[src/sv/swz_pkg.sv]
// ----------------------------------------------------------------------------
// Sliding window z-score package
// Shared widths and the control bundle between the sequencer and the
// shared arithmetic unit.
// ----------------------------------------------------------------------------
`default_nettype none
package swz_pkg;
  localparam int SampleW   = 32;
  localparam int NormW     = 16;
  localparam int LenW      = 7;
  localparam int PosW      = 6;
  // Depth of the sample ring, a power of two so the pointers wrap freely.
  localparam int MaxWindow = 64;

  // Operations of the shared divide / square root unit.
  typedef enum logic [1:0] {
    OP_DIV_SIGNED = 2'd0,
    OP_DIV_VAR    = 2'd1,
    OP_SQRT       = 2'd2
  } unit_op_t;

  // Start request from the sequencer to the shared unit.
  typedef struct packed {
    logic        start;
    unit_op_t    op;
    logic [95:0] num;
    logic [63:0] den;
  } unit_req_t;

  // Result of the shared unit.
  typedef struct packed {
    logic        done;
    logic [63:0] quo;
    logic [63:0] rem;
  } unit_rsp_t;
endpackage
`default_nettype wire

[src/sv/swz_divsqrt.sv]
// ----------------------------------------------------------------------------
// Shared restoring divide and square root unit
// Divides a 96-bit magnitude by a 64-bit divisor, one quotient bit per cycle,
// or takes the floor square root of a 64-bit value, two radicand bits per
// cycle. The caller handles signs.
// ----------------------------------------------------------------------------
`default_nettype none
module swz_divsqrt (
  input  wire logic              clk,
  input  wire logic              rst,
  input  wire swz_pkg::unit_req_t req,
  output swz_pkg::unit_rsp_t     rsp
);
  import swz_pkg::*;

  logic        busy;
  logic        done;
  logic        is_sqrt;
  logic [6:0]  count;
  logic [95:0] num;
  logic [63:0] den;
  logic [64:0] rem;
  logic [63:0] quo;

  logic [64:0] rem_shift;
  logic [65:0] rem_sq;
  logic [65:0] trial_sq;
  logic [65:0] diff_sq;

  // One division step: shift in the next dividend bit and try to subtract.
  assign rem_shift = {rem[63:0], num[95]};
  // One square root step: bring in two radicand bits, trial 4*root+1.
  assign rem_sq   = {rem[63:0], num[95:94]};
  assign trial_sq = {quo, 2'b01};
  assign diff_sq  = rem_sq - trial_sq;

  // Iteration control and datapath registers.
  always_ff @(posedge clk) begin
    if (rst) begin
      busy <= 1'b0;
      done <= 1'b0;
    end else begin
      done <= 1'b0;
      if (req.start) begin
        busy    <= 1'b1;
        is_sqrt <= (req.op == OP_SQRT);
        num     <= (req.op == OP_SQRT) ? {req.num[63:0], 32'd0} : req.num;
        den     <= req.den;
        rem     <= '0;
        quo     <= '0;
        count   <= (req.op == OP_SQRT) ? 7'd32 : 7'd96;
      end else if (busy) begin
        if (is_sqrt) begin
          num <= {num[93:0], 2'b00};
          if (!diff_sq[65]) begin
            rem <= diff_sq[64:0];
            quo <= {quo[62:0], 1'b1};
          end else begin
            rem <= rem_sq[64:0];
            quo <= {quo[62:0], 1'b0};
          end
        end else begin
          num <= {num[94:0], 1'b0};
          if (rem_shift >= {1'b0, den}) begin
            rem <= rem_shift - {1'b0, den};
            quo <= {quo[62:0], 1'b1};
          end else begin
            rem <= rem_shift;
            quo <= {quo[62:0], 1'b0};
          end
        end
        count <= count - 7'd1;
        if (count == 7'd1) begin
          busy <= 1'b0;
          done <= 1'b1;
        end
      end
    end
  end

  assign rsp = {done, quo, rem[63:0]};
endmodule
`default_nettype wire
[config.mk]
export PLATFORM = sky130hd
export DESIGN_NAME = swz_divsqrt
export DESIGN_NICKNAME = d
export VERILOG_FILES = /design/src/sv/swz_pkg.sv /design/src/sv/swz_divsqrt.sv
export SDC_FILE = /design/constraint.sdc
export NUM_CORES = 1
export LEC_CHECK = 0
export BUFFER_PORTS_ARGS = -buffer_cell sky130_fd_sc_hd__buf_4
export CORE_ASPECT_RATIO = 1.4
export CORE_MARGIN = 2
export CORE_UTILIZATION = 40
export DETAILED_ROUTE_END_ITERATION = 6
export PLACE_DENSITY = 0.73
export REMOVE_ABC_BUFFERS = 1
export SYNTH_ARGS = -nofsm -noshare
export SYNTH_HDL_FRONTEND = slang
export SYNTH_SLANG_ARGS = --single-unit
[constraint.sdc]
create_clock -name clk -period 13.8 [get_ports clk]
set_clock_uncertainty 0.15 [all_clocks]
set_input_delay 2.07 -clock clk [delete_from_list [all_inputs] [get_ports clk]]
set_output_delay 2.07 -clock clk [all_outputs]
set_load 0.02 [all_outputs]
==> results.json <==
{
  "status": "finished clean",
  "initial_utilization": 0.4062,
  "antenna_found_initial": 0,
  "postCtsResizedCells": 0,
  "vdd_ir_drop_max_uv": 85.05,
  "relSlewSlack": 0.1195,
  "start_kind": "flip-flop",
  "setup_ws_ps": 8278,
  "crit_chain": "ha_1 > o21a_1 > o2bb2ai_1 > a211oi_1 > o311ai_1 > a31oi_1 > a41o_1 > o21ai_2 > o21bai_1 > nor2_4 > buf_4 > mux2_2 > a21oi_1",
  "htreeDepth": 2,
  "cp.arrival_ps": 5780,
  "track_usage": 0.2365,
  "nets": 2903,
  "synthFlopType": "edfxtp_1",
  "final_common_cell": "buf_4",
  "placed_cell_area_um2": 24730,
  "cts_inserted_buffers": 36,
  "hold_viol_final": 0,
  "synthCells": 2407,
  "rows": 101,
  "routedWlPerCell_um": 20.60,
  "clock_sinks": 298,
  "drt_iter0_markers": 1189,
  "num_vias": 19180,
  "cp_num_buf_inv": 1,
  "postCtsSetupBuffers": 0,
  "clk_path_buf_depth": 3,
  "max_stage_delay_ps": 770,
  "slew_violations": 0,
  "port_buffers": 293,
  "avgSynthCellArea_um2": 9.171,
  "final_cell_area_um2": 25820,
  "tritoncts": "built",
  "setup_viol": 0,
  "synth-edff-count": 296,
  "cp.depth": 13,
  "period_share": 0.4001,
  "synth-async-reset-ratio": 0,
  "path_class": "flip-flop to flip-flop",
  "hpwl_um": 51700,
  "fillers": 5237,
  "fmax_ghz": 0.1811,
  "path_clk_slew_ps": 60,
  "die_w_um": 202.5,
  "grt_max_degree": 215,
  "clock-root-buffer": "clkbuf_16",
  "fin_util": 0.4751,
  "hold_buffers": 0,
  "tightest_slew_ps": 1307,
  "drive_gt1_frac": 0.1603,
  "p_leak_nw": 10.69,
  "cp_slowest_cell": "buf_4",
  "viasPerCell": 5.719,
  "ant_nets": 0,
  "first_global_vias": 19520,
  "die_y_um": 282.0,
  "crit_path_end_kind": "flip-flop",
  "hold_path_class": "flip-flop to flip-flop",
  "dp_cells": 3290,
  "ys_ff_latch": 298,
  "finalSetupTns_ps": 0,
  "p_per_area_nw_per_um2": 124.7,
  "grt-ovfl-total": 0,
  "crit_fanout": 67,
  "dr.pass1.iters": 7,
  "fin_crit_ps": 5522,
  "drt_wl_total_um": 69110,
  "grt_pass1_wl_um": 107500,
  "cp_top_family": "compound AO/OA/AOI/OAI gates",
  "ff_latch_area_um2": 8929,
  "synth_area_um2": 22070,
  "diodes": 0,
  "fp.coreArea_um2": 54340,
  "area_growth_pct": 16.95,
  "pre_cts_ws_ps": 8385,
  "r2r_cells": 13,
  "fin_cells": 3354,
  "hold_depth": 1,
  "ys_warn_count": 0,
  "ys_seq_area_frac": 0.4045,
  "required_ps": 14060,
  "ys_types": 72,
  "clock_latency_ps": 560,
  "place.gp.congestion": 0.9302,
  "multi_input_comb_area_um2": 11930,
  "dieArea_um2": 57110,
  "cap_viol_max_count": 0,
  "io_pins": 294,
  "route.detailed.drc": 0,
  "rsz0062_at_grt": "no",
  "mostFrequentLayoutCells": "buf_4, edfxtp_1, nand2_1"
}
## cell families after synthesis
kind of cell,share of synthesized area
xor+xnor,0.04959
mux,0.06320
compound gates,0.2097
simple gates,0.1418
fa+ha+maj,0.07459
buf+inv,0.05668
flops,0.4045
## registers in the layout (all words and copies together) (netlist names)
| signal | flops |
|---|---|
| busy | 1 |
| count | 7 |
| den | 64 |
| done | 1 |
| is_sqrt | 1 |
| num | 96 |
| quo | 64 |
| rem | 64 |
## cell type report
class	instances	share of cell area
clock buffer	43	0.03674
clock inverter	21	0.005283
inverter	170	0.02472
multi-input combinational	1793	0.4622
sequential	298	0.3458
tap	721	0.03494
timing repair buffer	308	0.09029
## power breakdown
part / switching [mW] / internal [mW]
logic: 0.676 / 0.475
registers: 0.0626 / 1.09
clock network: 0.402 / 0.511
## worst reg2reg max path, delay by kind of cell (launching register included)
family | cells | cell delay, ps
compound gates | 9 | 2870
fa+ha+maj | 1 | 380
buf+inv | 1 | 770
flops | 1 | 480
mux | 1 | 600
simple gates | 1 | 140
## cell usage after synthesis (10+ instances only)
cell type  count  share of area
nand3_1       52          0.012
mux2_2        43          0.022
nand2_1      255          0.043
nor2_1       147          0.025
o21bai_1      24         0.0082
nor4_1        11         0.0031
nor3_1        17         0.0039
a21boi_0      11         0.0037
or3_1         10         0.0028
buf_1         14         0.0024
a21o_1        48          0.016
nand2b_1      14         0.0040
o211ai_1      11         0.0037
xnor2_1       76          0.030
a21oi_1      202          0.046
o21ai_0      160          0.036
mux2i_1       91          0.041
a221oi_1      17         0.0067
nand4_1       35         0.0099
ha_1         130          0.074
inv_1        168          0.029
a31oi_1       78          0.022
nor2b_1       83          0.024
clkbuf_1     115          0.020
a211oi_1      88          0.030
xor2_1        49          0.019
o21a_1        21         0.0071
edfxtp_1     296           0.40
and3_1        18         0.0051
## routing by layer
| layer | vias up | track usage | wire, um |
|---|---|---|---|
| met5 | - | 0 | 0 |
| met4 | 0 | 0.09957 | 3010 |
| met3 | 134 | 0.04704 | 4720 |
| met2 | 694 | 0.4279 | 35040 |
| met1 | 9109 | 0.2709 | 26330 |
| li1 | 9244 | - | - |
## metrics by stage
stage | hold WS [ps] | power, mW
6_report | 336.6 | 3.220
5_1_grt | 356.8 | 3.381
4_1_cts | 336.3 | 3.232
3_5_place_dp | 328.6 | 2.309
3_3_place_gp | 329.7 | 2.298
2_1_floorplan | 316.0 | 1.988
## path summary, 6_finish.rpt
path / from / end / slack [ps]
max: rem[1] / rem[1] / 8280
min: busy / done / 340
max reg2reg: rem[1] / rem[1] / 8280
min reg2reg: busy / done / 340
(Power assumes the default switching activity.)
